`config.mk`:
```
export PLATFORM = sky130hd
export DESIGN_NAME = printable_string_extractor_top
export DESIGN_NICKNAME = d
export VERILOG_FILES = /design/src/rtl/pse_pkg.sv /design/src/rtl/printable_string_extractor_top.sv /design/src/rtl/pse_fifo.sv /design/src/rtl/pse_front.sv /design/src/rtl/pse_back.sv
export SDC_FILE = /design/constraint.sdc
export NUM_CORES = 1
export LEC_CHECK = 0
export BUFFER_PORTS_ARGS = -buffer_cell sky130_fd_sc_hd__buf_2
export CAP_MARGIN = 20
export CORE_MARGIN = 4
export CORE_UTILIZATION = 55
export CTS_CLUSTER_SIZE = 24
export DETAILED_ROUTE_END_ITERATION = 10
export PLACE_DENSITY = 0.71
export SLEW_MARGIN = 25
export SYNTH_ARGS = -nofsm -noshare
export SYNTH_HDL_FRONTEND = slang
export SYNTH_SLANG_ARGS = --single-unit
```
`constraint.sdc`:
```
create_clock -name clk -period 7.7 [get_ports clk]
set_input_delay 1.54 -clock clk [delete_from_list [all_inputs] [get_ports clk]]
set_output_delay 1.54 -clock clk [all_outputs]
set_load 0.02 [all_outputs]
```
`src/rtl/pse_pkg.sv`:
```
package pse_pkg;

  localparam int PositionBitsDefault = 32;
  localparam int MinLengthBits = 16;
  localparam logic [MinLengthBits-1:0] MinRunLengthReset = 16'd10;
  localparam int LetterBits = 32;
  localparam int FiveLetterBits = LetterBits + 3;
  localparam int EventQueueDepthLog2 = 2;
  localparam int ResultQueueDepthLog2 = 1;

  localparam logic [7:0] CharTab = 8'd9;
  localparam logic [7:0] CharLf = 8'd10;
  localparam logic [7:0] CharCr = 8'd13;
  localparam logic [7:0] CharSpace = 8'd32;
  localparam logic [7:0] CharTilde = 8'd126;
  localparam logic [7:0] CharUpperA = 8'd65;
  localparam logic [7:0] CharUpperZ = 8'd90;
  localparam logic [7:0] CharLowerA = 8'd97;
  localparam logic [7:0] CharLowerZ = 8'd122;

  typedef struct packed {
    logic [7:0] data_byte;
    logic       end_of_data;
  } in_word_t;

  typedef struct packed {
    logic [31:0] string_offset;
    logic [31:0] string_length;
    logic        final_string;
  } out_word_t;

  function automatic logic is_text(input logic [7:0] b);
    return (b >= CharSpace && b <= CharTilde) || b == CharTab || b == CharLf || b == CharCr;
  endfunction

  function automatic logic is_blank(input logic [7:0] b);
    return b == CharSpace || b == CharTab || b == CharLf || b == CharCr;
  endfunction

  function automatic logic is_letter(input logic [7:0] b);
    return (b >= CharUpperA && b <= CharUpperZ) || (b >= CharLowerA && b <= CharLowerZ);
  endfunction

endpackage

```
`src/rtl/printable_string_extractor_top.sv`:
```
// channel  | handshake          | payload
// item     | push / full        | data_byte, end_of_data
// result   | pop / empty        | string_offset, string_length, final_string
// config   | cfg_we             | cfg_data (min_run_length)
//
// one byte accepted per cycle unless full; results go through s1 to the result queue
// the front tracks the open run, a four-word event queue feeds the back end
// full rises only when the event queue fills, which happens when pop is held low
// reset is synchronous: positions clear to zero and min_run_length returns to 10
module printable_string_extractor_top #(
  parameter int POSITION_BITS = pse_pkg::PositionBitsDefault
) (
  input  logic                             clk,
  input  logic                             rst,
  input  logic                             push,
  output logic                             full,
  input  pse_pkg::in_word_t                item,
  output logic                             empty,
  input  logic                             pop,
  output pse_pkg::out_word_t               result,
  input  logic                             cfg_we,
  input  logic [pse_pkg::MinLengthBits-1:0] cfg_data
);

  import pse_pkg::*;

  localparam int EW = 3 * POSITION_BITS + LetterBits + 2;

  logic          accept;
  logic          ev_push;
  logic [EW-1:0] ev_in;
  logic [EW-1:0] ev_out;
  logic          ev_full;
  logic          ev_empty;
  logic          ev_pop;
  logic          res_push;
  logic          res_full;
  out_word_t     res_word;

  assign full   = ev_full;
  assign accept = push && !ev_full;

  pse_front #(
    .POSITION_BITS(POSITION_BITS)
  ) u_front (
    .clk     (clk),
    .rst     (rst),
    .accept  (accept),
    .item    (item),
    .ev_push (ev_push),
    .ev_data (ev_in)
  );

  pse_fifo #(
    .WIDTH      (EW),
    .DEPTH_LOG2 (EventQueueDepthLog2)
  ) u_event_queue (
    .clk       (clk),
    .rst       (rst),
    .push      (ev_push),
    .push_data (ev_in),
    .full      (ev_full),
    .pop       (ev_pop),
    .pop_data  (ev_out),
    .empty     (ev_empty)
  );

  pse_back #(
    .POSITION_BITS(POSITION_BITS)
  ) u_back (
    .clk      (clk),
    .rst      (rst),
    .cfg_we   (cfg_we),
    .cfg_data (cfg_data),
    .ev_empty (ev_empty),
    .ev_data  (ev_out),
    .ev_pop   (ev_pop),
    .res_full (res_full),
    .res_push (res_push),
    .res_word (res_word)
  );

  pse_fifo #(
    .WIDTH      ($bits(out_word_t)),
    .DEPTH_LOG2 (ResultQueueDepthLog2)
  ) u_result_queue (
    .clk       (clk),
    .rst       (rst),
    .push      (res_push),
    .push_data (res_word),
    .full      (res_full),
    .pop       (pop),
    .pop_data  (result),
    .empty     (empty)
  );

endmodule

```
`src/rtl/pse_fifo.sv`:
```
module pse_fifo #(
  parameter int WIDTH = 8,
  parameter int DEPTH_LOG2 = 2
) (
  input  logic             clk,
  input  logic             rst,
  input  logic             push,
  input  logic [WIDTH-1:0] push_data,
  output logic             full,
  input  logic             pop,
  output logic [WIDTH-1:0] pop_data,
  output logic             empty
);

  localparam int Depth = 1 << DEPTH_LOG2;

  logic [WIDTH-1:0]    slots [Depth];
  logic [DEPTH_LOG2-1:0] head;
  logic [DEPTH_LOG2-1:0] tail;
  logic [DEPTH_LOG2:0]   count;
  logic                  do_push;
  logic                  do_pop;

  assign full     = count == (DEPTH_LOG2+1)'(Depth);
  assign empty    = count == '0;
  assign do_push  = push && !full;
  assign do_pop   = pop && !empty;
  assign pop_data = slots[head];

  always_ff @(posedge clk) begin
    if (rst) begin
      head  <= '0;
      tail  <= '0;
      count <= '0;
    end else begin
      if (do_push) begin
        tail <= tail + 1'b1;
      end
      if (do_pop) begin
        head <= head + 1'b1;
      end
      if (do_push && !do_pop) begin
        count <= count + 1'b1;
      end else if (do_pop && !do_push) begin
        count <= count - 1'b1;
      end
    end
  end

  always_ff @(posedge clk) begin
    if (do_push) begin
      slots[tail] <= push_data;
    end
  end

endmodule

```
`src/rtl/pse_front.sv`:
```
module pse_front #(
  parameter int POSITION_BITS = 32
) (
  input  logic                   clk,
  input  logic                   rst,
  input  logic                   accept,
  input  pse_pkg::in_word_t      item,
  output logic                   ev_push,
  output logic [3*POSITION_BITS+pse_pkg::LetterBits+1:0] ev_data
);

  import pse_pkg::*;

  localparam int PW = POSITION_BITS;

  logic [PW-1:0]         byte_position;
  logic [PW-1:0]         run_start;
  logic [PW-1:0]         first_nonspace;
  logic [PW-1:0]         last_nonspace;
  logic                  seen_nonspace;
  logic [LetterBits-1:0] letter_count;

  logic                  text;
  logic                  blank;
  logic                  letter;
  logic                  fin;
  logic [PW-1:0]         pos_inc;
  logic [PW-1:0]         first_next;
  logic [PW-1:0]         last_next;
  logic                  seen_next;
  logic [LetterBits-1:0] letter_next;
  logic [PW-1:0]         run_len;

  assign text    = is_text(item.data_byte);
  assign blank   = is_blank(item.data_byte);
  assign letter  = is_letter(item.data_byte);
  assign fin     = item.end_of_data;
  assign pos_inc = byte_position + 1'b1;

  always_comb begin
    first_next  = (!blank && !seen_nonspace) ? byte_position : first_nonspace;
    last_next   = !blank ? byte_position : last_nonspace;
    seen_next   = seen_nonspace | !blank;
    letter_next = (letter && letter_count != '1) ? letter_count + 1'b1 : letter_count;
    run_len     = text ? pos_inc - run_start : byte_position - run_start;
  end

  // a run closes on any non-text byte or on the end marker
  assign ev_push = accept && (!text || fin);
  assign ev_data = text ? {run_len, first_next, last_next, letter_next, seen_next, fin}
                        : {run_len, first_nonspace, last_nonspace, letter_count,
                           seen_nonspace, fin};

  always_ff @(posedge clk) begin
    if (rst) begin
      byte_position  <= '0;
      run_start      <= '0;
      first_nonspace <= '0;
      last_nonspace  <= '0;
      seen_nonspace  <= 1'b0;
      letter_count   <= '0;
    end else if (accept) begin
      if (fin) begin
        byte_position  <= '0;
        run_start      <= '0;
        first_nonspace <= '0;
        last_nonspace  <= '0;
        seen_nonspace  <= 1'b0;
        letter_count   <= '0;
      end else if (text) begin
        byte_position  <= pos_inc;
        first_nonspace <= first_next;
        last_nonspace  <= last_next;
        seen_nonspace  <= seen_next;
        letter_count   <= letter_next;
      end else begin
        byte_position  <= pos_inc;
        run_start      <= pos_inc;
        first_nonspace <= '0;
        last_nonspace  <= '0;
        seen_nonspace  <= 1'b0;
        letter_count   <= '0;
      end
    end
  end

endmodule

```
`src/rtl/pse_back.sv`:
```
module pse_back #(
  parameter int POSITION_BITS = 32
) (
  input  logic                   clk,
  input  logic                   rst,
  input  logic                   cfg_we,
  input  logic [pse_pkg::MinLengthBits-1:0] cfg_data,
  input  logic                   ev_empty,
  input  logic [3*POSITION_BITS+pse_pkg::LetterBits+1:0] ev_data,
  output logic                   ev_pop,
  input  logic                   res_full,
  output logic                   res_push,
  output pse_pkg::out_word_t     res_word
);

  import pse_pkg::*;

  localparam int PW = POSITION_BITS;
  localparam int LW = (PW > MinLengthBits) ? PW : MinLengthBits;
  localparam int CW = (PW + 2 > FiveLetterBits + 1) ? PW + 2 : FiveLetterBits + 1;

  logic [MinLengthBits-1:0] min_run_length;

  logic [PW-1:0]         ev_run_len;
  logic [PW-1:0]         ev_first;
  logic [PW-1:0]         ev_last;
  logic [LetterBits-1:0] ev_letters;
  logic                  ev_seen;
  logic                  ev_fin;

  logic                      s1_valid;
  logic                      s1_ok;
  logic [FiveLetterBits-1:0] s1_five;
  logic [PW-1:0]             s1_tlen;
  logic [PW-1:0]             s1_first;
  logic                      s1_fin;
  logic                      advance;
  logic                      dense;

  assign {ev_run_len, ev_first, ev_last, ev_letters, ev_seen, ev_fin} = ev_data;

  assign advance = !s1_valid || !res_full;
  assign ev_pop  = advance && !ev_empty;

  always_ff @(posedge clk) begin
    if (rst) begin
      min_run_length <= MinRunLengthReset;
    end else if (cfg_we) begin
      min_run_length <= cfg_data;
    end
  end

  always_ff @(posedge clk) begin
    if (rst) begin
      s1_valid <= 1'b0;
    end else if (advance) begin
      s1_valid <= !ev_empty;
    end
  end

  always_ff @(posedge clk) begin
    if (advance) begin
      s1_ok    <= ev_seen && (LW'(ev_run_len) >= LW'(min_run_length));
      s1_five  <= {3'b000, ev_letters} + {1'b0, ev_letters, 2'b00};
      s1_tlen  <= ev_last - ev_first + 1'b1;
      s1_first <= ev_first;
      s1_fin   <= ev_fin;
    end
  end

  // 5*letters stays below 2^35 and so fits s1_five; it is compared with 2*tlen at CW bits
  assign dense = CW'(s1_five) > CW'({s1_tlen, 1'b0});

  assign res_push                = s1_valid && !res_full && s1_ok && dense;
  assign res_word.string_offset = 32'(s1_first);
  assign res_word.string_length = 32'(s1_tlen);
  assign res_word.final_string  = s1_fin;

endmodule
```
==> results of run 1 <==
## metrics by stage
stage,hold WS [ps],power [mW],setup WS [ps]
6_report,447.3,17.28,2233
5_1_grt,457.0,18.23,2068
4_1_cts,444.1,17.37,2278
3_5_place_dp,430.4,12.83,1619
3_3_place_gp,423.6,12.64,1671
2_1_floorplan,421.5,11.18,1716
## final cells by class
type / count / area (µm²)
Fill cell: 5686 / 29130
Timing Repair Buffer: 127 / 732.0
Sequential cell: 943 / 26400
Inverter: 153 / 574.3
Clock inverter: 46 / 518.0
Clock buffer: 129 / 2565
Multi-Input combinational cell: 1807 / 14860
Tap cell: 1030 / 1289
Antenna cell: 1 / 2.502
## power by group through the flow
stage | registers (mW) | logic (mW) | clock network (mW)
2_1_floorplan | 6.84 | 4.34 | 0
3_3_place_gp | 6.99 | 5.65 | 0
3_5_place_dp | 7.04 | 5.79 | 0
4_1_cts | 6.93 | 5.84 | 4.60
5_1_grt | 6.99 | 6.42 | 4.83
6_report | 6.92 | 5.85 | 4.51
## per-layer routing
| metal | vias to the layer above | share of wire (%) | wire length [µm] | track usage [%] |
|---|---|---|---|---|
| met2 | 839 | 47 | 43460 | 36.03 |
| met4 | 2 | 3.1 | 2913 | 7.088 |
| met3 | 167 | 6.0 | 5616 | 3.394 |
| met1 | 12500 | 44 | 40850 | 32.20 |
| met5 | - | 0.014 | 13 | 0 |
| li1 | 11680 | - | - | - |
## sequential cells by signal (all words and copies together) (netlist names), named ones only
name	count
u_event_queue.count	3
u_back.s1_fin	1
u_front.letter_count	32
u_back.min_run_length	16
u_front.run_start	32
u_result_queue.count	2
u_front.seen_nonspace	1
u_front.first_nonspace	32
u_event_queue.head	2
u_back.s1_tlen	32
u_front.last_nonspace	32
u_event_queue.tail	2
u_result_queue.head	1
u_back.s1_first	32
u_result_queue.slots	130
u_back.s1_valid	1
u_back.s1_ok	1
u_result_queue.tail	1
u_back.s1_five	35
u_event_queue.slots	520
u_front.byte_position	32
## placed cells by master, fill, tap and decap left out, types with 11 or more instances in the layout
master	netlist	layout
a22oi_1	109	109
dfxtp_1	192	189
xnor2_1	110	110
edfxtp_1	751	751
buf_2	35	95
or3_1	22	22
a31oi_1	14	14
ha_1	178	178
and2_1	14	14
mux2i_1	15	15
clkbuf_1	96	28
nand2_1	107	107
xor2_1	68	68
nor4_1	25	24
o21ai_0	100	100
inv_1	151	151
nor2_1	268	263
mux2_2	124	124
clkbuf_16	0	95
nand3_1	47	47
nor2b_1	16	15
clkinv_1	1	16
a21oi_1	145	145
buf_4	0	30
nor3_1	42	42
o21a_1	11	11
nand2b_1	16	16
nand4_1	24	24
a21o_1	55	55
and3_1	28	24
mux4_2	114	114
o21bai_1	12	12
## how the worst max path moves through the flow
stage | to | slack, ps | start | cells after the start
final | u_event_queue.slots[3][129] | 2230 | item[2] | 16
after global placement | u_event_queue.slots[0][129] | 1670 | item[3] | 15
after detailed placement | u_event_queue.slots[3][129] | 1620 | item[2] | 16
after CTS | u_event_queue.slots[3][129] | 2280 | item[5] | 16
after global routing | u_event_queue.slots[3][129] | 2070 | item[2] | 16
after floorplan | u_event_queue.slots[0][0] | 1720 | item[2] | 6
## cell families (layout without fill, tap and decap cells)
group / Yosys count / count (layout) / share of synthesized area [%]
flops: 943 / 943 / 62.32
compound gates: 536 / 536 / 8.442
simple gates: 651 / 651 / 7.423
fa+ha+maj: 182 / 182 / 5.447
other cells: 0 / 1 / 0
xor+xnor: 179 / 179 / 3.719
mux: 259 / 259 / 9.872
buf+inv: 300 / 455 / 2.780
==> run metrics, run 1 <==
Worst Hold End=u_result_queue.slots[0][43]; Avg WL per Cell=21.92 µm; chip height=285.5 µm; CTS sink cnt=943; post-route cell area=46940 µm²; CP Class=input port to register; number of gates resized after CTS=0; DRC violations left=0; Total GRT Usage=22.53%; FF-to-FF setup slack=2450 ps; Total Wirelength=92860 µm; Cell Area, Synth=42360 µm²; die area=81520 µm²; sequential area share after synthesis=62.32%; fmax=0.1829 GHz; Gate power share=33.9%; Rel. slew slack=33.19%; Slew @ Worst Pin=1002 ps; Final Max Slew Viols=0; maximum vdd drop=0.0001848 V; Buf/Inv on CP=1; clk_skew=46.52 ps; Arr. time, crit path=5840 ps; top cell type's share of synthesized area=53.24%; number of global-route vias before repair=25.10k; CP Data Required Time=8080 ps; Post-DRT Antenna Nets=0; hold buffer count at cts=0; Clock Path Buffers=3; global-route wire length before repair=144100 µm; starting DRC count in detailed routing=2337; Final Non-Filler Cells=4236; Worst path max stage delay=660 ps; Post-Synthesis Cells=3050; worst-case reg-to-reg path depth=14; CP max FO=11; hold_sp=u_back.s1_first[10]; Pwr Density=368.1 nW/µm²; Max-Cap Viols=0; clock root cell=clkbuf_16; most frequent cell after synthesis=edfxtp_1; status=complete, no violations; Core ar.=76080 µm²; setup bufs post-CTS=0; worst reg2reg endpoint=u_back.s1_tlen[29]; Pleak=17.31 nW; cts bufs inserted=94; Placer Congestion=0.8578; CP max stage cell=a211o_1; row count=101; setup_tns=0 ps; clk_lat worst skew=670 ps; Tcrit/Tclk final=71.00%; fin nets=3338; internal power=11.56 mW; pin count of the biggest net entering global routing=85; asr flop ratio synth=0%; initial antenna violation count=4; post-DP HPWL=61440 µm; clock transition at the registers of the reported paths=60 ps; Post-synth EDFFs=751; fin util=61.71%; Sequential Power Share=40.0%; dpl cells=4060; H-tree depth=3; fin crit period=5467 ps; layout cells sized above 1=17.16%; Main synth FF type=edfxtp_1; #FFs+latches synth=943; total number of vias=25.19k; Placed Area=43860 µm²; Yosys top cell by area=edfxtp_1; worst hold path depth=0; CP Capture Type=register; final setup violation count=0; drt pass-1 iters=5; Hold Crit Class=register to register; RSZ-0062 raised after global routing=false; Startpoint Class=input port; library cells used by synthesis=91; CTS tree=done; ranking of synthesized cells by area=edfxtp_1 (53%), dfxtp_1 (9.1%), mux4_2 (6.1%); Congestion Overflow GR=0; Avg Inst Size Synth=13.89 µm²; via-per-instance ratio=5.947; CP cell instances=buf_2 > nor3b_2 > o211ai_1 > a211o_1 > nor2_1 > xor2_1 > ha_1 > a211o_1 > a21oi_1 > a311o_1 > a31oi_1 > o211ai_2 > a31oi_1 > a221o_1 > o41ai_2 > a2111oi_2; Synth-to-Final Area Change=10.83%; synth cell count leaders=edfxtp_1 (751), nor2_1 (268), dfxtp_1 (192), ha_1 (178), inv_1 (151); Post-Syn Nets=3262; Die X=285.5 µm; I/O Buffers=96; Final Hold Viols=0; clock share of power=26.1%; Net Sw Frac=33.09%; I/O pins=97; Top delay family on crit path=compound AO/OA/AOI/OAI gates; Ys Warns=0; initial core utilization=55.68%; Psw=5.718 mW
No activity file was read; power rests on OpenSTA's default activity.
==> run 2: changes to the inputs <==
ABC_AREA = 1   (was not set)
PLACE_DENSITY = 0.74   (was 0.71)
clock period = 4.4 ns   (was 7.7 ns; I/O delays follow)
==> run metrics, run 2 <==
hold buffer count at cts=0; die area=86300 µm²; CP Capture Type=register; Post-synth EDFFs=751; Startpoint Class=register; clock transition at the registers of the reported paths=60 ps; row count=104; Ys Warns=0; sequential area share after synthesis=58.77%; number of global-route vias before repair=31.59k; dpl cells=5546; Final Non-Filler Cells=5723; Rel. slew slack=29.60%; Pwr Density=724.6 nW/µm²; Main synth FF type=edfxtp_1; Tcrit/Tclk final=88.47%; commonest non-fill, non-tap cell in the layout=nand2_1; fin crit period=3893 ps; Placer Congestion=0.9420; pin count of the biggest net entering global routing=215; starting DRC count in detailed routing=3568; clock root cell=clkbuf_16; Core ar.=80680 µm²; fin nets=4794; # fillers=6445; synth cell count leaders=nand2_1 (799), edfxtp_1 (751), inv_1 (457), nor2_1 (387), o21ai_0 (366); Avg Inst Size Synth=10.01 µm²; CP max FO=61; multi-input combinational cell area=16030 µm²; Cell Area, Synth=44920 µm²; maximum vdd drop=0.0004879 V; initial core utilization=55.67%; ranking of synthesized cells by area=edfxtp_1 (50%), dfxtp_1 (8.6%), nand2_1 (6.7%); clk_skew=31.57 ps; Hold Crit Class=input port to register; Post-Syn Nets=4701; Avg WL per Cell=19.37 µm; initial antenna violation count=2; Slew @ Worst Pin=1056 ps; fin util=62.02%; I/O pins=97; number of gates resized after CTS=0; Arr. time, crit path=4340 ps; Final Hold Viols=0; CP Data Required Time=4850 ps; final setup violation count=0; CTS sink cnt=943; chip height=293.8 µm; Biggest register=u_event_queue.slots; Total Wirelength=110900 µm; Yosys top cell by area=edfxtp_1; post-DP HPWL=76010 µm; Congestion Overflow GR=0; most frequent cells in the layout=nand2_1 (798), edfxtp_1 (751), inv_1 (453), nor2_1 (382), o21ai_0 (366); I/O Buffers=96; asr flop ratio synth=0%; Clock Path Buffers=3; H-tree depth=3; hold slack=435.4 ps; Die X=293.8 µm; Max-Cap Viols=0; Post-DRT Antenna Nets=0; status=complete, no violations; biggest regs=u_event_queue.slots (520), u_result_queue.slots (130), u_back.s1_five (35); top cell type's share of synthesized area=50.21%; max reg flops=520; CP Class=register to register; setup bufs post-CTS=0; clk_lat worst skew=680 ps; Diodes inserted=0; drt pass-1 iters=8; fmax=0.2569 GHz; layout cells sized above 1=9.479%; CTS tree=done; RSZ-0062 raised after global routing=false; library cells used by synthesis=52; total number of vias=32.97k; Post-Synthesis Cells=4489; most frequent cell after synthesis=nand2_1; global-route wire length before repair=173600 µm; Synth-to-Final Area Change=11.40%; #FFs+latches synth=943; cts bufs inserted=93; DRC violations left=0; Pleak=18.81 nW; Final Max Slew Viols=0; Total GRT Usage=25.48%; sequential cell area=26400 µm²; via-per-instance ratio=5.762
-- run 2: kinds of logic (layout without fill, tap and decap cells) --
family | count (synthesis) | count (layout) | share of synthesized area [%]
DFF | 943 | 943 | 58.77
buffers and inverters | 655 | 829 | 5.711
and+or+nand+nor | 1585 | 1585 | 14.93
AOI/OAI and AO/OA | 964 | 964 | 11.97
adders and majority gates | 182 | 182 | 5.137
muxes | 65 | 65 | 1.630
xor gates and xnor gates | 95 | 95 | 1.852
-- run 2: path summary, 6_finish.rpt --
kind                                           from                          end  slack (ps)  cells past startpoint
worst min-delay path                    cfg_data[3]     u_back.min_run_length[3]         440                      3
worst max register to register             register           u_back.s1_tlen[28]         510                     14
worst min register to register  u_back.s1_first[31]  u_result_queue.slots[1][64]         440                      0
worst max-delay path                       register           u_back.s1_tlen[28]         510                     14
-- run 2: power by group --
| group | internal [mW] | switching (mW) | total [mW] |
|---|---|---|---|
| combinational | 5.34 | 10.7 | 16.0 |
| sequential | 11.8 | 0.549 | 12.3 |
| clock | 4.43 | 3.50 | 7.92 |
| total | 21.5 | 14.7 | 36.3 |
-- run 2: cell type report --
cell class | instances | area share (%)
tap | 1060 | 2.651
sequential | 943 | 52.76
multi-input combinational | 2891 | 32.03
clock buffer | 119 | 4.906
inverter | 462 | 3.481
clock inverter | 57 | 1.223
timing repair buffer | 191 | 2.948
-- run 2: layer usage --
layer / up-vias / track usage, % / wire length (µm)
met2: 1226 / 41.54 / 51600
met3: 192 / 3.804 / 8204
li1: 15890 / - / -
met1: 15670 / 35.35 / 47630
met5: - / 0 / 23
met4: 4 / 8.647 / 3401
-- run 2: critical path, cell delays in order (launching register included) --
cell     delay [ps]
dfxtp_4         380
inv_6           360
buf_4           260
nand2_1          60
a32oi_1         360
inv_1           200
ha_1            340
ha_1            400
a21oi_1         110
o21ai_0         160
inv_1            70
o21ai_0         370
a21oi_1         120
o21ai_0         120
xor2_1          290
-- run 2: per-stage QoR --
stage / setup slack [ps] / total power [mW] / setup TNS [ps] / area, µm²
6_report: 507.2 / 36.26 / 0 / 50040
5_1_grt: 212.2 / 38.58 / 0 / 50040
4_1_cts: 551.8 / 36.29 / 0 / 50020
3_5_place_dp: 109.7 / 28.31 / 0 / 46950
3_3_place_gp: 208.4 / 28.06 / 0 / 46950
2_1_floorplan: -1328 / 22.88 / -690370 / 44930
